$ cat src/sv/gspea_pkg.sv
// Shared types and constants for the GPS subframe parity / ephemeris assembler.
// No dependencies; imported by gspea_parity_unit and the top level.
`default_nettype none

package gspea_pkg;

  // Word layout and subframe geometry
  localparam int NUM_MASKS = 6;
  localparam int WORD_W    = 32;
  localparam int DATA_W    = 24;
  localparam int NUM_WORDS = 10;
  localparam int LAST_WORD = 9;
  localparam int NUM_SF    = 3;
  localparam int NUM_PAIRS = 5;
  localparam int LAST_POS  = 44;
  localparam int CFG_IDX_W = 3;

  // Parity mask registers, element i drives parity bit D(25+i)
  typedef logic [NUM_MASKS-1:0][WORD_W-1:0] mask_arr_t;

  localparam mask_arr_t MASK_RESET = {
    32'd2340063680,  // D30
    32'd1806824256,  // D29
    32'd1466164864,  // D28
    32'd2932329728,  // D27
    32'd1569692224,  // D26
    32'd3139384448   // D25
  };

  // Result status codes
  typedef enum logic [1:0] {
    ST_STORED      = 2'd0,
    ST_NOT_WANTED  = 2'd1,
    ST_PARITY_ERR  = 2'd2,
    ST_BAD_CHANNEL = 2'd3
  } status_t;

  // Result item kinds
  typedef enum logic {
    KIND_STATUS = 1'b0,
    KIND_EPH    = 1'b1
  } kind_t;

  // Request to and answer from the parity unit
  typedef struct packed {
    logic              start;
    logic [WORD_W-1:0] word;
  } par_req_t;

  typedef struct packed {
    logic done;
    logic good;
  } par_res_t;

endpackage

`default_nettype wire

$ cat src/sv/gspea_parity_unit.sv
// Iterative parity checker: one mask AND / XOR-reduce per cycle while busy, one step per mask.
// Depends on gspea_pkg for the mask array and request/answer structs.
`default_nettype none

module gspea_parity_unit (
  input  logic                 clk,
  input  logic                 rst_n,
  input  gspea_pkg::mask_arr_t mask,
  input  gspea_pkg::par_req_t  req,
  output gspea_pkg::par_res_t  res
);
  import gspea_pkg::*;

  logic              busy_r;
  logic [2:0]        cnt_r;
  logic [WORD_W-1:0] chk_r;
  logic [5:0]        ref_r;
  logic [5:0]        par_r;
  logic              done_r;
  logic              good_r;

  logic              bit_c;
  logic [5:0]        par_c;

  // Shared reduce unit: parity bit for the mask picked by the step counter
  always_comb begin
    bit_c = ^(mask[cnt_r] & chk_r);
    par_c = par_r;
    par_c[3'd5 - cnt_r] = bit_c;
  end

  // Step sequencer
  always_ff @(posedge clk) begin
    if (!rst_n) begin
      busy_r <= 1'b0;
      done_r <= 1'b0;
      cnt_r  <= '0;
    end else begin
      done_r <= 1'b0;
      if (req.start) begin
        busy_r <= 1'b1;
        cnt_r  <= '0;
        par_r  <= '0;
        ref_r  <= req.word[5:0];
        // D30* set: data bits are checked inverted, parity bits are compared as received
        chk_r  <= req.word[30] ? {req.word[31:30], ~req.word[29:0]} : req.word;
      end else if (busy_r) begin
        par_r <= par_c;
        if (cnt_r == 3'(NUM_MASKS - 1)) begin
          busy_r <= 1'b0;
          done_r <= 1'b1;
          good_r <= (par_c == ref_r);
        end else begin
          cnt_r <= cnt_r + 3'd1;
        end
      end
    end
  end

  assign res = '{done: done_r, good: good_r};

endmodule

`default_nettype wire
$ cat config.mk
export PLATFORM = sky130hd
export DESIGN_NAME = gspea_parity_unit
export DESIGN_NICKNAME = d
export VERILOG_FILES = /design/src/sv/gspea_pkg.sv /design/src/sv/gspea_parity_unit.sv
export SDC_FILE = /design/constraint.sdc
export NUM_CORES = 1
export LEC_CHECK = 0
export ABC_AREA = 0
export BUFFER_PORTS_ARGS = -buffer_cell sky130_fd_sc_hd__buf_2
export CAP_MARGIN = 0
export CELL_PAD_IN_SITES_DETAIL_PLACEMENT = 1
export CELL_PAD_IN_SITES_GLOBAL_PLACEMENT = 2
export CORE_ASPECT_RATIO = 1.5
export CORE_MARGIN = 8
export CORE_UTILIZATION = 28
export DETAILED_ROUTE_END_ITERATION = 16
export PLACE_DENSITY = 0.95
export SETUP_SLACK_MARGIN = 0.02
export SKIP_LAST_GASP = 1
export SLEW_MARGIN = 30
export SYNTH_ARGS = -nofsm -noshare
export SYNTH_HDL_FRONTEND = slang
export SYNTH_SLANG_ARGS = --single-unit
$ cat constraint.sdc
create_clock -name clk -period 8.9 [get_ports clk]
set_input_delay 0.89 -clock clk [delete_from_list [all_inputs] [get_ports clk]]
set_output_delay 0.89 -clock clk [all_outputs]
set_load 0.03 [all_outputs]
# After elaboration in Yosys (flattened, before gate mapping)
# Cells that the tools add are included.
# word_totals
inputBits	227
n_memories	0
wordCells	40
register_bits	50
latch_bits	0
rom_bits	0
mem_bits_rw	0
# classes
n_div	0
n_lt_le_gt_ge	3
add_sub_neg	2
bitwise	6
reduce_logical	9
mul	0
shifts	0
n_eq_ne	2
muxes	11
# op_table
cell	count
32-bit binary-select mux with 3-bit select	1
32-bit bitwise AND	1
32-bit 2-to-1 mux	1
32-bit parity	1
31-bit 2-to-1 mux	1
30-bit inverter	1
3-bit by 4-bit less-than comparator with 1-bit output (second input constant)	2
6-bit bitwise mux	1
6-bit equality test	1
6-bit 2-to-1 mux	1
2-bit AND reduction	3
1-bit 2-to-1 mux	5
1-bit inverter	4
4-bit AND reduction	1
3-bit by 1-bit adder with 3-bit output (second input constant)	1
1-bit demux with 3-bit select	1
3-bit equality test (second input constant)	1
3-bit by 1-bit >= comparator with 1-bit output (second input constant)	1
3-bit OR reduction	1
3-bit subtractor (first input constant)	1
2-bit nonzero test	1
2-bit OR reduction	1
1-bit logical AND	1

# Logic depth before layout (Yosys ltp)
# Gate-level depths: netlist of the first run.
# logic_depth
word_depth	7
depth_mapped	16
mapped_depth_nobuf	11

# Worst setup path before layout of the first run
# OpenSTA, ideal clock, no wires.
# synth_timing
kind	in2reg
from	in mask[53] (netlist bit)
to	reg good_r, data pin
required_time_ns	8.623
stages	11
arrival_time_ns	3.411
slack_ns	5.213
path_cell_list	mux4_1 a31oi_1 xor2_1 xnor2_1 xnor3_1 xnor2_1 xnor3_2 buf_6 xor2_1 o221ai_1 a311oi_1
# synth_between
elab_chain_len	6
# synth_rtl
element	line_no	source
from (decl)	gspea_parity_unit.sv:8	input gspea_pkg::mask_arr_t mask,
32-bit binary-select mux with 3-bit select	gspea_parity_unit.sv:27	bit_c = ^(mask[cnt_r] & chk_r);
32-bit 2-to-1 mux (implied by the code)	gspea_parity_unit.sv:27	
32-bit bitwise AND	gspea_parity_unit.sv:27	
32-bit parity	gspea_parity_unit.sv:27	
6-bit bitwise mux	gspea_parity_unit.sv:29	par_c[3'd5 - cnt_r] = bit_c;
6-bit equality test	gspea_parity_unit.sv:52	good_r <= (par_c == ref_r);
to (signal assigned)	gspea_parity_unit.sv:52	
to (decl)	gspea_parity_unit.sv:20	logic good_r;
# No other way between the ends. The select of a mux whose other input is x is not followed.
# A chain may end at the register's enable or synchronous reset.

# Final worst setup path of the first run
# layout_timing
from	reg cnt_r[0]
to	reg good_r, data pin
# layout_between
elab_chain_len	7
elab_cells_between_ends	12
cone_classes	add/sub (1); order compare (2); eq/ne (1); mux (5); bitwise (1); reduce/logical (2)
# layout_rtl
element	line_no	source
from (decl)	gspea_parity_unit.sv:15	logic [2:0] cnt_r;
from (signal assigned)	gspea_parity_unit.sv:54	cnt_r <= cnt_r + 3'd1;
3-bit subtractor	gspea_parity_unit.sv:29	
3-bit by 4-bit less-than comparator with 1-bit output (implied by the code) / 3-bit by 1-bit >= comparator with 1-bit output (equally long branches)	gspea_parity_unit.sv:29	
1-bit logical AND (implied by the code)	gspea_parity_unit.sv:29	
1-bit 2-to-1 mux (implied by the code)	gspea_parity_unit.sv:29	
1-bit demux with 3-bit select	gspea_parity_unit.sv:29	
6-bit bitwise mux *	gspea_parity_unit.sv:29	
6-bit equality test *	gspea_parity_unit.sv:52	
# Every way passes the cells marked *; elsewhere a longest branch is shown, timed or not. The select of a mux whose other input is x is not followed.

==> flow_summary_export.csv, run 1 <==
group,metric,value,unit
clock_network,clock_path_buffers,2,
critical_path,crit_fanout,50,
route,finalWirelength,16900,um
clock_network,cts_tree,"built",
critical_path,critPathTopFamily,"XOR/XNOR gates",
clock_network,root_buffer,"clkbuf_16",
global_route,grt-ovfl-total,0,
timing,worst_pin_slew,0.726,ns
clock_network,cts_max_level,2,
clock_network,postCtsSetupBuffers,0,
timing,setup_viol,0,
clock_network,path_clk_slew,0.07,ns
timing,finalSetupTns,0,ns
critical_path,worst-setup-path-type,"reg2reg",
global_route,grt_pass1_vias,4662,
critical_path,slowest_stage,"buf_4",
critical_path,path_buf_inv,1,
status,outcome,"completed",
global_route,grt_first_pass_wirelength,25000,um
critical_path,cp-end-kind,"register",
clock_network,cts.sinks,50,
placement,hpwl,13700,um
clock_network,post_cts_resize_count,0,
floorplanning,initial_core_util,28.4,%
power_and_ir_drop,power_leakage,2.27,nW
floorplanning,die_h,164,um
power_and_ir_drop,peakVddDrop,0.0000675,V
route,wl_per_cell,21.5,um
logic_synthesis,avgSynthCellArea,10.8,um^2
timing,timing.fmax,0.208,GHz
floorplanning,die_area,0.0189,mm^2
logic_synthesis,ys.flop_type,"edfxtp_1",
power_and_ir_drop,total_power,800,uW
logic_synthesis,ys_types,41,
final_layout,area_growth,34.8,%
logic_synthesis,ys_ff_latch,50,
critical_path,crit_chain,"buf_4 > mux4_1 > a31oi_1 > xor2_1 > xnor2_1 > xnor3_1 > xnor2_1 > xnor3_2 > xor2_1 > a22o_1 > a311oi_1",
floorplanning,core,0.0145,mm^2
timing,final_max_slew_viol_count,0,
timing,hold_viol,0,
global_route,grt_max_degree,51,
timing,rsz0062_at_grt,"false",
final_layout,layout_common_cells,"buf_2, xor2_1, edfxtp_1, nand2_1, mux2i_1",
final_layout,final_common_cell,"buf_2",
critical_path,start_kind,"register",
critical_path,cp_slowest_stage_delay,0.68,ns
route,postRouteAntennaNets,0,
floorplanning,rows,54,
timing,skew,0.00373,ns
final_layout,layout-drive-gt1-share,47.2,%
final_layout,fillCellCount,1755,
logic_synthesis,syn-cell-area,0.00410,mm^2
route,vias_per_cell,5.09,
logic_synthesis,async_flop_share,0,%
logic_synthesis,yosysWarnings,0,
route,drtIter0Drc,205,
clock_network,cts_made_buffers,5,
timing,slew_headroom,51.6,%
logic_synthesis,seq_area_frac_synth,35.4,%
power_and_ir_drop,p_per_area,145,mW/mm^2
logic_synthesis,syn_inst,379,
route,drc,0,
route,drtPass1Iterations,4,
clock_network,clock_latency,0.29,ns
floorplanning,io-pin-count,229,
critical_path,cp.arrival,4.92,ns
run,maxCapViolCount,0,
logic_synthesis,synth_nets,607,
placement,placement.io_buffers,228,
global_route,antenna_found_initial,2,
worst_hold_path,hold_class,"reg2reg",
timing,fin_crit,4.80,ns
route,num_vias,4007,
final_layout,final_nets,816,
critical_path,crit_required,9.02,ns
worst_hold_path,min_from,"busy_r",
logic_synthesis,synth_edf_count,45,
clock_network,ctsHoldBuffers,0,
placement,gp_congestion,0.923,
critical_path,rr_startpoint,"cnt_r[0]",
timing,fin_crit_sh,54.0,%
critical_path,critPathLaunch,"cnt_r[0]",
global_route,grt_util_all_layers,17.4,%
floorplanning,die_x,115,um
## layout make-up
type                    count  area (um^2)  area share, %
well taps                 196          245           4.43
flip-flops and latches     50         1460           26.3
clock inverters             2         8.76          0.158
inverters                   3         11.3          0.204
diodes                      3         7.51          0.136
repair buffers            235         1210           21.9
clock buffers               6          129           2.33
multi-input cells         293         2460           44.5
## cell families after synthesis
kind of cell             synth area share (%)
multiplexers                             21.0
AO/OA/AOI/OAI                            14.6
buffers and inverters                    4.82
AND/OR/NAND/NOR                          8.23
adder cells (fa/ha/maj)                 0.305
flip-flops                               35.4
XOR/XNOR                                 15.6
## metal layers
layer  up-vias  GRT usage, %  share of wire, %  wire length [um]
li1       1851             -                 -                 -
met4         0          7.74               3.1               518
met1      1980          16.1                34              5700
met5         -             0                 0                 0
met2       143          34.5                57              9660
met3        33          4.42               6.2              1050
## power breakdown
group | internal [mW] | total [mW] | switching [mW]
Sequential | 0.280 | 0.293 | 0.0123
Clock | 0.103 | 0.191 | 0.0877
Combinational | 0.159 | 0.317 | 0.158
## sequential cells by signal, indices dropped and copies added, names as in the netlist
signal / flops
par_r: 6
cnt_r: 3
chk_r: 32
busy_r: 1
done_r: 1
good_r: 1
ref_r: 6
## worst reg2reg max path: stages (launching register included)
cell and delay, ns:
dfxtp_4 0.67, buf_4 0.69, mux4_1 0.66, a31oi_1 0.23, xor2_1 0.21, xnor2_1 0.19, xnor3_1 0.47, xnor2_1 0.23
xnor3_2 0.61, xor2_1 0.20, a22o_1 0.23, a311oi_1 0.23
## synth_stat cells, types with 2 or more instances
| cell | count | area [um^2] |
|---|---|---|
| dfxtp_1 | 5 | 100 |
| a211oi_1 | 13 | 97.6 |
| nor2_1 | 16 | 60.1 |
| edfxtp_1 | 45 | 1350 |
| xor2_1 | 46 | 403 |
| nor3_1 | 3 | 15.0 |
| mux2i_1 | 24 | 240 |
| buf_2 | 14 | 70.1 |
| buf_4 | 4 | 30.0 |
| xnor2_1 | 20 | 175 |
| nand2_1 | 28 | 105 |
| a21oi_1 | 18 | 90.1 |
| o2bb2ai_1 | 10 | 87.6 |
| mux2_2 | 9 | 101 |
| and3_1 | 12 | 75.1 |
| and2_1 | 2 | 12.5 |
| nand3_1 | 5 | 25.0 |
| buf_6 | 4 | 45.0 |
| clkbuf_1 | 11 | 41.3 |
| mux4_2 | 21 | 473 |
| nand2b_1 | 2 | 12.5 |
| mux2_1 | 2 | 22.5 |
| a22oi_1 | 9 | 67.6 |
| o21ai_0 | 18 | 90.1 |
| inv_1 | 3 | 11.3 |
| a31oi_1 | 17 | 106 |
| o21a_1 | 2 | 15.0 |
| nor2b_1 | 3 | 18.8 |
## worst paths after layout
path / to / slack (ns) / cells after the start
max reg2reg: good_r / 4.10 / 11
min reg2reg: cnt_r[1] / 0.59 / 2
max: good_r / 4.10 / 11
min: cnt_r[1] / 0.59 / 2
## metrics by stage
step           instances  hold slack (ns)  utilization [%]  cell area [um^2]  worst slack [ns]
6_report             788            0.586             38.2              5530              4.10
5_1_grt              787            0.620             38.2              5530              3.78
4_1_cts              784            0.587             38.0              5490              4.00
3_5_place_dp         776            0.575             37.0              5360              4.07
3_3_place_gp         776            0.548             37.0              5360              4.21
2_1_floorplan        379            0.520                -              4100              5.21
Note: power is estimated with default switching activity, not from simulation.
==> run 2, diff against run 1 <==
--- a/config.mk
+++ b/config.mk
@@ -12,9 +12,9 @@
 export CELL_PAD_IN_SITES_GLOBAL_PLACEMENT = 2
 export CORE_ASPECT_RATIO = 1.5
 export CORE_MARGIN = 8
-export CORE_UTILIZATION = 28
+export CORE_UTILIZATION = 26
 export DETAILED_ROUTE_END_ITERATION = 16
-export PLACE_DENSITY = 0.95
+export PLACE_DENSITY = 0.92
 export SETUP_SLACK_MARGIN = 0.02
 export SKIP_LAST_GASP = 1
 export SLEW_MARGIN = 30
==> constraint.sdc (replaced) <==
create_clock -name clk -period 4.9 [get_ports clk]
set_input_delay 0.49 -clock clk [delete_from_list [all_inputs] [get_ports clk]]
set_output_delay 0.49 -clock clk [all_outputs]
set_load 0.03 [all_outputs]
==> run 2 against run 1 <==
Maximum frequency is 20% higher. Cell count grew 1.5%. Largest cell class unchanged. First-iteration DRC count fell by 32%. Sequential share of layout area decreased by 0.28 points. Sequential power increased by 81%. Combinational power is 82% higher. Design area increased by 1.1%. Via count down 0.82%. Critical path type unchanged. Utilization shrank 2.3 points. Clock power rose by 110%. Critical endpoint unchanged. Critical path depth decreased by 1.
==> flow_summary_export.csv, run 2 (same netlist as run 1, synthesis figures left out) <==
group,metric,value,unit
clock_network,ctsHoldBuffers,0,
floorplanning,initial_core_util,26.4,%
timing,hold_viol,0,
clock_network,cts_made_buffers,5,
status,outcome,"completed",
final_layout,final_nets,820,
timing,setup_ws,0.881,ns
timing,skew,0.00685,ns
placement,dp_cells,788,
timing,worst_pin_slew,0.923,ns
floorplanning,rows,56,
route,drtPass1Iterations,4,
placement,hpwl,14000,um
power_and_ir_drop,p_per_area,269,mW/mm^2
timing,final_max_slew_viol_count,0,
floorplanning,die_x,119,um
global_route,antenna_found_initial,5,
floorplanning,die_h,170,um
timing,fin_crit_sh,82.0,%
clock_network,cts.sinks,50,
power_and_ir_drop,peakVddDrop,0.000204,V
timing,whs,0.375,ns
route,drc,0,
global_route,grt_util_all_layers,16.0,%
final_layout,final_common_cell,"buf_2",
critical_path,path_buf_inv,1,
critical_path,slowest_stage,"dfxtp_1",
final_layout,largest_register_ffs,32,
final_layout,layout-drive-gt1-share,47.6,%
run,maxCapViolCount,0,
clock_network,clock_path_buffers,2,
timing,slew_headroom,38.5,%
worst_hold_path,min_from,"req[31]",
global_route,grt_max_degree,72,
clock_network,clock_latency,0.29,ns
critical_path,crit_required,5.01,ns
route,drtIter0Drc,140,
critical_path,rr_startpoint,"cnt_r[1]",
critical_path,worst-setup-path-type,"reg2reg",
clock_network,postCtsSetupBuffers,0,
worst_hold_path,hold_class,"in2reg",
final_layout,area_growth,36.2,%
critical_path,crit_chain,"inv_1 > a31oi_1 > xor2_1 > xnor2_1 > xnor3_1 > xnor2_1 > xnor3_2 > xor2_1 > a22o_1 > a311oi_1",
floorplanning,core,0.0156,mm^2
timing,setup_viol,0,
critical_path,cp-end-kind,"register",
global_route,grt_pass1_vias,4522,
timing,finalSetupTns,0,ns
critical_path,start_kind,"register",
route,finalWirelength,17100,um
route,vias_per_cell,4.97,
global_route,grt-ovfl-total,0,
placement,place_area,0.00542,mm^2
critical_path,critPathTopFamily,"XOR/XNOR gates",
clock_network,cts_max_level,2,
critical_path,cp_slowest_stage_delay,0.69,ns
floorplanning,io-pin-count,229,
clock_network,cts_tree,"built",
placement,placement.io_buffers,228,
placement,gp_congestion,0.780,
final_layout,regArea,0.00146,mm^2
final_layout,regMostFlops,"chk_r",
power_and_ir_drop,power_leakage,2.30,nW
global_route,grt_first_pass_wirelength,24900,um
critical_path,crit_fanout,14,
critical_path,r2r_slack,0.88,ns
critical_path,cp.arrival,4.13,ns
route,postRouteAntennaNets,0,
final_layout,stdcell_count,800,
floorplanning,die_area,0.0201,mm^2
final_layout,fin_util,35.9,%
route,wl_per_cell,21.3,um
clock_network,path_clk_slew,0.07,ns
final_layout,reg_top3,"chk_r: 32 flops, par_r: 6 flops, ref_r: 6 flops",
final_layout,layout_common_cells,"buf_2, xor2_1, edfxtp_1, nand2_1, mux2i_1",
final_layout,multiInputGateArea,0.00246,mm^2
placement,place_ws,0.818,ns
final_layout,final_area,0.00559,mm^2
route,num_vias,3974,
timing,fin_crit,4.02,ns
timing,timing.fmax,0.249,GHz
clock_network,root_buffer,"clkbuf_16",
clock_network,post_cts_resize_count,0,
final_layout,fillCellCount,1825,
critical_path,critPathLaunch,"cnt_r[1]",
power_and_ir_drop,total_power,1.50,mW
timing,rsz0062_at_grt,"false",
-- run 2: cell count changes in the layout (fill, tap and decap cells not counted), sizes merged --
cell / change
buf: +4
clkinv: -2
bufinv: +1
clkbuf: +1
diode: +1
-- run 2: worst paths after layout --
| kind | endpoint | cells past startpoint |
|---|---|---|
| worst max-delay path | good_r | 10 |
| worst min-delay path | chk_r[31] | 1 |
| worst max register to register | good_r | 10 |
| worst min register to register | cnt_r[1] | 2 |
-- run 2: area by class of cell --
type	count	area share (%)
Antenna cell	4	0.179
Clock buffer	7	2.37
Clock inverter	1	0.537
Inverter	3	0.201
Multi-Input combinational cell	293	44.0
Sequential cell	50	26.1
Tap cell	203	4.54
Timing Repair Buffer	239	22.1
-- run 2: layer usage --
layer / share of wire (%) / GRT usage [%]
met4: 2.4 / 5.47
met5: 0.070 / 0
met2: 57 / 31.5
met3: 5.0 / 3.81
met1: 36 / 15.9
-- run 2: where the power goes --
group	switching (mW)	internal [mW]	total [mW]
clock network	0.155	0.242	0.397
logic	0.289	0.288	0.577
registers	0.0215	0.509	0.531
-- run 2: worst register-to-register path: stages, from the launching register on --
cell	delay [ns]
dfxtp_1	0.69
inv_1	0.49
a31oi_1	0.31
xor2_1	0.22
xnor2_1	0.20
xnor3_1	0.46
xnor2_1	0.19
xnor3_2	0.59
xor2_1	0.21
a22o_1	0.25
a311oi_1	0.24
